**config.mk**
```make
export PLATFORM = sky130hd
export DESIGN_NAME = motion_deadband_overload_burst_top
export DESIGN_NICKNAME = d
export VERILOG_FILES = /design/src/design/mdob_pkg.sv /design/src/design/motion_deadband_overload_burst_top.sv
export SDC_FILE = /design/constraint.sdc
export NUM_CORES = 2
export LEC_CHECK = 0
export ABC_CLOCK_PERIOD_IN_PS = 11600
export BUFFER_PORTS_ARGS = -buffer_cell sky130_fd_sc_hd__clkbuf_2
export CAP_MARGIN = 20
export CORE_MARGIN = 8
export CORE_UTILIZATION = 30
export DETAILED_ROUTE_END_ITERATION = 10
export HOLD_SLACK_MARGIN = 0.05
export SYNTH_ARGS = -nofsm -noshare
export SYNTH_HDL_FRONTEND = slang
export SYNTH_SLANG_ARGS = --single-unit
```
**constraint.sdc**
```tcl
create_clock -name clk -period 11.6 [get_ports clk]
set_clock_uncertainty 0.1 [all_clocks]
set_input_delay 2.9 -clock clk [delete_from_list [all_inputs] [get_ports clk]]
set_output_delay 2.9 -clock clk [all_outputs]
set_load 0.01 [all_outputs]
```
**src/design/mdob_pkg.sv**
```systemverilog
`default_nettype none
// ----------------------------------------------------------------------------
// mdob_pkg
// constants, register indexes and helpers for the motion deadband / overload
// burst block
// ----------------------------------------------------------------------------
package mdob_pkg;

    // register indexes on the configuration port
    typedef enum logic [2:0] {
        CFG_ENERGY_DB   = 3'd0,
        CFG_ROT_DB      = 3'd1,
        CFG_THRESHOLD   = 3'd2,
        CFG_CHARGE_RATE = 3'd3,
        CFG_DRAIN_RATE  = 3'd4,
        CFG_COOLDOWN    = 3'd5,
        CFG_TILT_OFFSET = 3'd6,
        CFG_GRACE       = 3'd7
    } cfg_idx_t;

    localparam int CFG_IDX_W  = 3;
    localparam int CFG_DATA_W = 24;
    localparam int IN_W       = 136;
    localparam int OUT_W      = 104;

    // full overload level, 1.0
    localparam logic [16:0] FULL_LEVEL = 17'd65536;

    // tilt clamp, hundredths of a degree
    localparam logic signed [16:0] TILT_LIMIT = 17'sd9000;
    localparam logic [13:0] TILT_LIMIT_MAG    = 14'd9000;

    // mag * 16384 / 9000 == (mag * TILT_RECIP) >> 25, exact for mag <= 9000
    localparam logic [25:0] TILT_RECIP = 26'd61083980;
    localparam int TILT_SHIFT          = 25;

    // x / 15625 == (x * DIV_RECIP) >> 44, exact for x < 2^30
    localparam logic [30:0] DIV_RECIP = 31'd1125899907;
    localparam int DIV_SHIFT          = 44;

    // (product >> 6) above this gives a change of at least one full level
    localparam logic [29:0] DIV_SAT = 30'd1024000000;

    // rotation deadband: magnitude below the band reads zero
    function automatic logic signed [15:0] dead_rot(
        input logic signed [15:0] r,
        input logic [14:0]        db
    );
        logic [15:0] mag;
        mag = r[15] ? 16'(-r) : 16'(r);
        dead_rot = (mag < {1'b0, db}) ? 16'sd0 : r;
    endfunction

endpackage
`default_nettype wire

```
**src/design/motion_deadband_overload_burst_top.sv**
```systemverilog
`default_nettype none
// ----------------------------------------------------------------------------
// motion_deadband_overload_burst_top
// motion sample conditioning (warm-up, deadbands, tilt scaling) with an
// overload level that charges and drains over time and emits a burst
// ----------------------------------------------------------------------------
//
// channel   direction  handshake          payload
// s_*       in         s_tvalid/s_tready  s_tdata, 136 bits, one motion sample
// m_*       out        m_tvalid/m_tready  m_tdata, 104 bits, one result
// cfg_*     in         cfg_we             cfg_index, cfg_data
//
// one sample per clock sustained while m_tready stays high; four register stages from accept to result
// (conditioning, rate and tilt multiplies, divide by reciprocal, level update)
// the level and last burst time close their loop in the output stage only
// each stage has its own valid and moves whenever the stage after it has room,
// so input is still taken behind a stalled output until all four stages are full
// asynchronous active-low reset clears the stage valids, configuration registers and state
//
module motion_deadband_overload_burst_top (
    input  wire logic                               clk,
    input  wire logic                               rst_n,
    // configuration write port
    input  wire logic                               cfg_we,
    input  wire logic [mdob_pkg::CFG_IDX_W-1:0]     cfg_index,
    input  wire logic [mdob_pkg::CFG_DATA_W-1:0]    cfg_data,
    // sample stream
    input  wire logic                               s_tvalid,
    output logic                                    s_tready,
    // energy, rot_x, rot_y, rot_z, tilt, timestamp_ms, delta_us
    input  wire logic [mdob_pkg::IN_W-1:0]          s_tdata,
    // result stream
    output logic                                    m_tvalid,
    input  wire logic                               m_tready,
    // energy_out, rot_x_out, rot_y_out, rot_z_out, tilt_norm, overload_level,
    // burst, zero padding
    output logic [mdob_pkg::OUT_W-1:0]              m_tdata
);
    import mdob_pkg::*;

    // configuration registers
    logic [15:0]        energy_db_reg;
    logic [14:0]        rot_db_reg;
    logic [15:0]        threshold_reg;
    logic [23:0]        charge_rate_reg;
    logic [23:0]        drain_rate_reg;
    logic [15:0]        cooldown_reg;
    logic signed [15:0] tilt_offset_reg;
    logic [15:0]        grace_reg;

    // unpacked input fields
    logic [15:0]        in_energy;
    logic signed [15:0] in_rot_x;
    logic signed [15:0] in_rot_y;
    logic signed [15:0] in_rot_z;
    logic signed [15:0] in_tilt;
    logic [31:0]        in_ts;
    logic [23:0]        in_dt;

    // stage valids and ready chain
    logic v1_reg, v2_reg, v3_reg, out_valid_reg;
    logic rdy1, rdy2, rdy3, rdy_out;

    // stage 1: conditioned sample
    logic [15:0]        e1_reg;
    logic signed [15:0] rx1_reg, ry1_reg, rz1_reg;
    logic               tneg1_reg;
    logic [13:0]        tmag1_reg;
    logic               chg1_reg;
    logic [23:0]        rate1_reg;
    logic [23:0]        dt1_reg;
    logic [31:0]        ts1_reg;

    // stage 2: products
    logic [15:0]        e2_reg;
    logic signed [15:0] rx2_reg, ry2_reg, rz2_reg;
    logic               tneg2_reg;
    logic [39:0]        tprod2_reg;
    logic               chg2_reg;
    logic [47:0]        rprod2_reg;
    logic [31:0]        ts2_reg;

    // stage 3: tilt result and reciprocal product
    logic [15:0]        e3_reg;
    logic signed [15:0] rx3_reg, ry3_reg, rz3_reg;
    logic signed [15:0] tn3_reg;
    logic               chg3_reg;
    logic [60:0]        qprod3_reg;
    logic [31:0]        ts3_reg;

    // output register and state
    logic [15:0]        e_out_reg;
    logic signed [15:0] rx_out_reg, ry_out_reg, rz_out_reg;
    logic signed [15:0] tn_out_reg;
    logic [16:0]        lvl_out_reg;
    logic               burst_out_reg;
    logic [16:0]        level_reg;
    logic [31:0]        last_burst_reg;

    // stage 1 logic
    logic               grace;
    logic [15:0]        e1_next;
    logic signed [15:0] rx1_next, ry1_next, rz1_next;
    logic signed [16:0] tdiff;
    logic               tneg1_next;
    logic [13:0]        tmag1_next;
    logic               chg1_next;

    // stage 3 logic
    logic [41:0]        pdiv;
    logic [29:0]        nsat;
    logic [14:0]        tq;

    // output stage logic
    logic [16:0]        inc;
    logic               cool;
    logic [17:0]        sum;
    logic [16:0]        lv;
    logic [16:0]        level_next;
    logic [31:0]        last_burst_next;
    logic [16:0]        shown;
    logic               burst;

    assign in_energy = s_tdata[15:0];
    assign in_rot_x  = s_tdata[31:16];
    assign in_rot_y  = s_tdata[47:32];
    assign in_rot_z  = s_tdata[63:48];
    assign in_tilt   = s_tdata[79:64];
    assign in_ts     = s_tdata[111:80];
    assign in_dt     = s_tdata[135:112];

    // a stage takes new data when it is empty or its content moves on
    assign rdy_out  = !out_valid_reg || m_tready;
    assign rdy3     = !v3_reg || rdy_out;
    assign rdy2     = !v2_reg || rdy3;
    assign rdy1     = !v1_reg || rdy2;
    assign s_tready = rdy1;

    // configuration writes
    always_ff @(posedge clk or negedge rst_n)
    begin
        if (!rst_n)
        begin
            energy_db_reg   <= '0;
            rot_db_reg      <= '0;
            threshold_reg   <= '0;
            charge_rate_reg <= '0;
            drain_rate_reg  <= '0;
            cooldown_reg    <= '0;
            tilt_offset_reg <= '0;
            grace_reg       <= '0;
        end
        else if (cfg_we)
        begin
            case (cfg_idx_t'(cfg_index))
                CFG_ENERGY_DB:   energy_db_reg   <= cfg_data[15:0];
                CFG_ROT_DB:      rot_db_reg      <= cfg_data[14:0];
                CFG_THRESHOLD:   threshold_reg   <= cfg_data[15:0];
                CFG_CHARGE_RATE: charge_rate_reg <= cfg_data;
                CFG_DRAIN_RATE:  drain_rate_reg  <= cfg_data;
                CFG_COOLDOWN:    cooldown_reg    <= cfg_data[15:0];
                CFG_TILT_OFFSET: tilt_offset_reg <= cfg_data[15:0];
                CFG_GRACE:       grace_reg       <= cfg_data[15:0];
                default:         ;
            endcase
        end
    end

    // stage 1: warm-up, deadbands, tilt clamp, charge or drain choice
    always_comb
    begin
        grace    = in_ts < {16'd0, grace_reg};
        e1_next  = (grace || (in_energy < energy_db_reg)) ? 16'd0 : in_energy;
        rx1_next = grace ? 16'sd0 : dead_rot(in_rot_x, rot_db_reg);
        ry1_next = grace ? 16'sd0 : dead_rot(in_rot_y, rot_db_reg);
        rz1_next = grace ? 16'sd0 : dead_rot(in_rot_z, rot_db_reg);
        chg1_next = e1_next > threshold_reg;

        // tilt minus mounting offset, clamped to +-90 degrees
        // during warm-up the clamp limit gives full scale +1.0
        tdiff = 17'(in_tilt) - 17'(tilt_offset_reg);
        if (grace || (tdiff > TILT_LIMIT))
        begin
            tneg1_next = 1'b0;
            tmag1_next = TILT_LIMIT_MAG;
        end
        else if (tdiff < -TILT_LIMIT)
        begin
            tneg1_next = 1'b1;
            tmag1_next = TILT_LIMIT_MAG;
        end
        else
        begin
            tneg1_next = tdiff[16];
            tmag1_next = tdiff[16] ? 14'(-tdiff) : 14'(tdiff);
        end
    end

    // stage 3 helpers: divide by 1e6 as shift by 6 then /15625, clamped so
    // that anything past one full level reads exactly one full level
    always_comb
    begin
        pdiv = rprod2_reg[47:6];
        nsat = (pdiv >= 42'(DIV_SAT)) ? DIV_SAT : pdiv[29:0];
        tq   = tprod2_reg[TILT_SHIFT+14:TILT_SHIFT];
    end

    // output stage: cooldown, charge or drain with saturation, burst
    always_comb
    begin
        inc  = qprod3_reg[DIV_SHIFT+16:DIV_SHIFT];
        cool = (ts3_reg - last_burst_reg) < {16'd0, cooldown_reg};
        sum  = {1'b0, level_reg} + {1'b0, inc};
        if (chg3_reg)
        begin
            lv = (sum > {1'b0, FULL_LEVEL}) ? FULL_LEVEL : sum[16:0];
        end
        else
        begin
            lv = (inc >= level_reg) ? 17'd0 : level_reg - inc;
        end

        burst           = 1'b0;
        last_burst_next = last_burst_reg;
        if (cool)
        begin
            level_next = '0;
        end
        else if (lv >= FULL_LEVEL)
        begin
            burst           = 1'b1;
            last_burst_next = ts3_reg;
            level_next      = '0;
        end
        else
        begin
            level_next = lv;
        end
        shown = level_next;
    end

    // control: stage valids and overload state
    always_ff @(posedge clk or negedge rst_n)
    begin
        if (!rst_n)
        begin
            v1_reg         <= 1'b0;
            v2_reg         <= 1'b0;
            v3_reg         <= 1'b0;
            out_valid_reg  <= 1'b0;
            level_reg      <= '0;
            last_burst_reg <= '0;
        end
        else
        begin
            if (rdy1)
            begin
                v1_reg <= s_tvalid;
            end
            if (rdy2)
            begin
                v2_reg <= v1_reg;
            end
            if (rdy3)
            begin
                v3_reg <= v2_reg;
            end
            if (rdy_out)
            begin
                out_valid_reg <= v3_reg;
            end
            // state moves once per item, as it enters the output register
            if (rdy_out && v3_reg)
            begin
                level_reg      <= level_next;
                last_burst_reg <= last_burst_next;
            end
        end
    end

    // payload pipeline
    always_ff @(posedge clk)
    begin
        if (rdy1)
        begin
            e1_reg    <= e1_next;
            rx1_reg   <= rx1_next;
            ry1_reg   <= ry1_next;
            rz1_reg   <= rz1_next;
            tneg1_reg <= tneg1_next;
            tmag1_reg <= tmag1_next;
            chg1_reg  <= chg1_next;
            rate1_reg <= chg1_next ? charge_rate_reg : drain_rate_reg;
            dt1_reg   <= in_dt;
            ts1_reg   <= in_ts;
        end
        if (rdy2)
        begin
            e2_reg     <= e1_reg;
            rx2_reg    <= rx1_reg;
            ry2_reg    <= ry1_reg;
            rz2_reg    <= rz1_reg;
            tneg2_reg  <= tneg1_reg;
            tprod2_reg <= 40'(tmag1_reg) * 40'(TILT_RECIP);
            chg2_reg   <= chg1_reg;
            rprod2_reg <= 48'(rate1_reg) * 48'(dt1_reg);
            ts2_reg    <= ts1_reg;
        end
        if (rdy3)
        begin
            e3_reg     <= e2_reg;
            rx3_reg    <= rx2_reg;
            ry3_reg    <= ry2_reg;
            rz3_reg    <= rz2_reg;
            tn3_reg    <= tneg2_reg ? -16'(tq) : 16'(tq);
            chg3_reg   <= chg2_reg;
            qprod3_reg <= 61'(nsat) * 61'(DIV_RECIP);
            ts3_reg    <= ts2_reg;
        end
        if (rdy_out)
        begin
            e_out_reg     <= e3_reg;
            rx_out_reg    <= rx3_reg;
            ry_out_reg    <= ry3_reg;
            rz_out_reg    <= rz3_reg;
            tn_out_reg    <= tn3_reg;
            lvl_out_reg   <= shown;
            burst_out_reg <= burst;
        end
    end

    assign m_tvalid = out_valid_reg;
    assign m_tdata  = {6'd0, burst_out_reg, lvl_out_reg, tn_out_reg, rz_out_reg,
                       ry_out_reg, rx_out_reg, e_out_reg};

endmodule
`default_nettype wire
```
* Yosys cells after proc, flatten, opt, wreduce, memory -nomap -nowiden
Index checks and enable logic that the tools add are counted.
** Word-level totals
- Bits in latches :: 0
- Memories kept :: 0
- Input port bits :: 168
- Flip-flop bits (word level) :: 812
- Memory bits (read-only) :: 0
- Logic and storage cells :: 122
- Memory bits (writable) :: 0
- Output and inout bits :: 106
** Operators by class
- Equality and inequality tests :: 7
- Div/mod/pow operators :: 0
- Muxes and demuxes :: 15
- $mul :: 3
- $lt $le $gt $ge :: 13
- Bitwise operators :: 1
- Shift-type cells :: 0
- Reduce and logical (&&, ||, !) cells :: 25
- Add/sub/neg operators :: 9
** Operators by type and width (number)
- 2-to-1 mux 17 bit :: 5
- < comparator 32 x 16 -> 1 bit :: 2
- 2-to-1 mux 16 bit :: 4
- multiplier 30 x 31 -> 61 bit (second input constant) :: 1
- < comparator 16 x 15 -> 1 bit :: 3
- multiplier 24 x 24 -> 48 bit :: 1
- negator 16 bit :: 3
- >= comparator 42 x 30 -> 1 bit (second input constant) :: 1
- multiplier 14 x 24 -> 38 bit (second input constant) :: 1
- subtractor 32 bit :: 1
- 2-to-1 mux 30 bit :: 1
- 2-to-1 mux 24 bit :: 1
- adder 17 x 17 -> 18 bit :: 1
- > comparator 18 x 17 -> 1 bit (second input constant) :: 1
- >= comparator 17 bit :: 1
- >= comparator 17 bit (second input constant) :: 1
- > comparator 17 x 15 -> 1 bit (second input constant) :: 1
- < comparator 17 x 15 -> 1 bit (second input constant) :: 1
- subtractor 16 x 16 -> 17 bit :: 1
- subtractor 17 bit :: 1
- > comparator 16 bit :: 1
- < comparator 16 bit :: 1
- negator 15 -> 16 bit :: 1
- AND reduction 2 bit :: 8
- 14 further kinds :: 30

* Depth between registers and ports, before layout
- Depth after elaboration :: 7
- Mapped depth :: 36
- Depth with buffers taken out :: 35

* Worst setup path after synthesis
Ideal clock, no wire load.
- Kind :: input -> output
- From :: input port m_tready
- To :: output port s_tready
- Path buffers :: 0
- Required time :: 8.600 ns
- Slack :: 1.024 ns
- Arrival :: 7.576 ns
- Stages :: 2
- Path through :: nor2b_1 -> nand4_1
** On the way
- Cells in the longest elaborated chain, start to end :: 4
** RTL lines
- from (decl) :: RTL line motion_deadband_overload_burst_top.sv:34 : input wire logic m_tready,
- logical OR 1 bit :: RTL line motion_deadband_overload_burst_top.sv:133 : assign rdy_out = !out_valid_reg || m_tready;
- logical OR 1 bit :: RTL line motion_deadband_overload_burst_top.sv:134 : assign rdy3 = !v3_reg || rdy_out;
- logical OR 1 bit :: RTL line motion_deadband_overload_burst_top.sv:135 : assign rdy2 = !v2_reg || rdy3;
- logical OR 1 bit :: RTL line motion_deadband_overload_burst_top.sv:136 : assign rdy1 = !v1_reg || rdy2;
- to (decl) :: RTL line motion_deadband_overload_burst_top.sv:29 : output logic s_tready,
No other way between the ends.

* Worst setup path in the final report
- From :: register rprod2_reg[28]
- To :: register qprod3_reg[55], data pin
** On the way
- Cells in the longest elaborated chain, start to end :: 3
** RTL lines
- from (decl) :: RTL line motion_deadband_overload_burst_top.sv:80 : logic [47:0] rprod2_reg;
- from (signal assigned) :: RTL line motion_deadband_overload_burst_top.sv:306 : rprod2_reg <= 48'(rate1_reg) * 48'(dt1_reg);
- >= comparator 42 x 30 -> 1 bit :: RTL line motion_deadband_overload_burst_top.sv:204 : nsat = (pdiv >= 42'(DIV_SAT)) ? DIV_SAT : pdiv[29:0];
- 2-to-1 mux 30 bit (*) :: RTL line motion_deadband_overload_burst_top.sv:204
- multiplier 30 x 31 -> 61 bit (*) :: RTL line motion_deadband_overload_burst_top.sv:317 : qprod3_reg <= 61'(nsat) * 61'(DIV_RECIP);
- to (signal assigned) :: RTL line motion_deadband_overload_burst_top.sv:317
- to (decl) :: RTL line motion_deadband_overload_burst_top.sv:88 : logic [60:0] qprod3_reg;
Mark *: on every way between the ends. The rest lies on a longest branch, timed or not.
A chain may end at the register's enable or synchronous reset.

==> key figures <==
Timing
  • Count of pins over their slew limit: 0
  • RSZ-0062 raised after global routing: no
  • Fin crit period: 9510 ps
  • Period utilization: 0.820
  • Final-report hold violation count: 0
  • Worst-Margin Slew: 1100 ps
  • Max transition margin: 0.259
  • Final setup fails: 0
  • Hold WS: 310 ps
  • TNS Setup: 0 ps
  • Fmax: 0.105 GHz

Placement
  • # placed instances: 9467
  • Hpwl dp: 152 mm
  • IO buf count: 267
  • Placer Congestion: 0.924

Die
  • Die footprint: 0.247 mm²
  • Num rows: 176
  • I/O pin total: 274
  • Core area: 0.230 mm²
  • Starting Density: 0.302
  • Die width: 497 µm
  • Die Y: 497 µm

Layout
  • Max reg flops: 42
  • Share of cells above drive strength 1: 0.107
  • Fill count: 23000
  • Most frequent cells in the layout: 1274 x inv_1, 861 x fa_1, 854 x ha_1, 554 x nand2_1, 543 x edfxtp_1
  • Commonest non-fill, non-tap cell in the layout: inv_1
  • Reg area: 0.0212 mm²
  • Nets: 8417
  • Area growth, synth to finish: 11.7%
  • Multi-input gate area: 0.0428 mm²
  • Post-Layout Cell Count: 9665

Synthesis
  • Synth Flop Type: edfxtp_1
  • Seq/Total Area, Yosys: 0.305
  • Yosys top cell by area: fa_1
  • Seq cells post-synth: 739
  • Synth area leaders: fa_1 25%, edfxtp_1 23%, ha_1 15%
  • Synthesized cell area: 0.0695 mm²
  • Post-synth EDFFs: 543
  • Synth Warn #: 0
  • Ys async rst share: 0.265
  • Share of the synthesized area in the top cell type: 0.248
  • Distinct cells, synth: 109
  • Cells after Synth: 6274
  • Mean post-synth cell area: 11.1 µm²

Outcome
  • Status: complete, no violations

Clock tree
  • CTS Buf Count: 89
  • CTS H-tree depth: 3
  • Post-cts sizing count: 0
  • Clock root cell: clkbuf_16
  • Worst skew pair latency: 720 ps
  • Worst-path clk slew: 70 ps
  • CTS tree: built
  • CTS Hold Buffers Added: 0
  • Sink Count: 739
  • Number of setup buffers added after CTS: 0
  • CTS Buffer Depth: 3

Critical path
  • CP Data Required Time: 11940 ps
  • CP max FO: 31
  • Crit Path Category: reg2reg
  • Delay of the slowest critical-path stage: 550 ps
  • Worst path slowest cell: fa_1
  • Crit end category: register
  • Crit path DAT: 9850 ps
  • Startpoint Class: register

Detailed routing
  • WL final: 191 mm
  • Vias: 45600
  • Post-DR wirelength/cell: 19.7 µm
  • # DRC: 0
  • Number of nets with antenna violations after routing: 0
  • DRT Pass-1 Iters: 5
  • 1st-iter DRT viols: 2752
  • Vias per cell: 4.72

Global route
  • Initial antenna violation count: 54
  • Largest net degree at the start of global routing: 164
  • GRT Total Usage: 0.152
  • First-pass GRT wire length: 294 mm
  • Vias in the first global route: 49400
  • Gr ovfl total: 0

Run
  • MaxCap Viol Count: 0

Min path
  • Worst hold path class: reg2reg
cells in the mapped netlist (all sizes together) (17+ instances only):
master and n:
a31oi 19, ha 854, xor2 37, a2111oi 17, a21oi 153, nand2b 51
o21ai 181, and2 293, xnor2 141, o31ai 30, a211oi 23, o21bai 24
mux2 158, nand3 36, and3 23, inv 1275, or3 24, nor2 132
nand2 555, o211ai 27, nand4 35, buf 26, clkbuf 149, dfrtp 196
nor4 19, o21a 34, edfxtp 543, fa 861, a21o 111, or2 19
nor3 48, nor2b 42
logic make-up after synthesis:
group                      share of synthesized area
AOI/OAI and AO/OA                             0.0677
xor gates and xnor gates                      0.0224
adders and majority gates                      0.402
buffers and inverters                         0.0800
DFF                                            0.305
muxes                                         0.0280
other                                      0.0000540
and+or+nand+nor                               0.0946
metal layers:
| metal | track usage | share of wire | vias to the layer above |
|---|---|---|---|
| met2 | 0.253 | 0.47 | 1212 |
| li1 | - | - | 21000 |
| met1 | 0.195 | 0.43 | 23100 |
| met5 | 0 | 0.0013 | - |
| met3 | 0.0344 | 0.062 | 337 |
| met4 | 0.0532 | 0.037 | 36 |
worst max-delay path: cells and delay by family, from the launching register on:
kind | cells | cell delay [ps]
AND/OR/NAND/NOR | 8 | 1550
flip-flops | 1 | 390
buffers and inverters | 8 | 810
adder cells (fa/ha/maj) | 10 | 4300
XOR/XNOR | 1 | 140
AO/OA/AOI/OAI | 9 | 1920
cell type report:
type,count,share of cell area
multi-input cells,4091,0.551
flip-flops and latches,739,0.273
inverters,1275,0.0617
well taps,3026,0.0488
clock buffers,115,0.0311
repair buffers,338,0.0245
clock inverters,53,0.00826
diodes,28,0.000903
metrics by stage:
| stage | util | area, µm² | worst slack (ps) |
|---|---|---|---|
| 6_report | 0.337 | 77600 | 2090 |
| 5_1_grt | 0.337 | 77600 | 1480 |
| 4_1_cts | 0.337 | 77500 | 2040 |
| 3_5_place_dp | 0.323 | 74400 | 2090 |
| 3_3_place_gp | 0.323 | 74400 | 2120 |
| 2_1_floorplan | - | 69500 | 1020 |
final timing paths:
check                               start            endpoint  slack, ps  cells past startpoint
hold / removal                ts2_reg[27]         ts3_reg[27]        310                      0
min in group asynchronous           rst_n       level_reg[11]       1980                      1
max in group asynchronous           rst_n  drain_rate_reg[18]       8120                      2
setup / recovery           rprod2_reg[28]      qprod3_reg[55]       2090                     36
hold reg to reg               ts2_reg[27]         ts3_reg[27]        310                      0
setup reg to reg           rprod2_reg[28]      qprod3_reg[55]       2090                     36
Power is not shown: default switching activity piles up to over one toggle a cycle in this logic, so the estimate is an artifact.
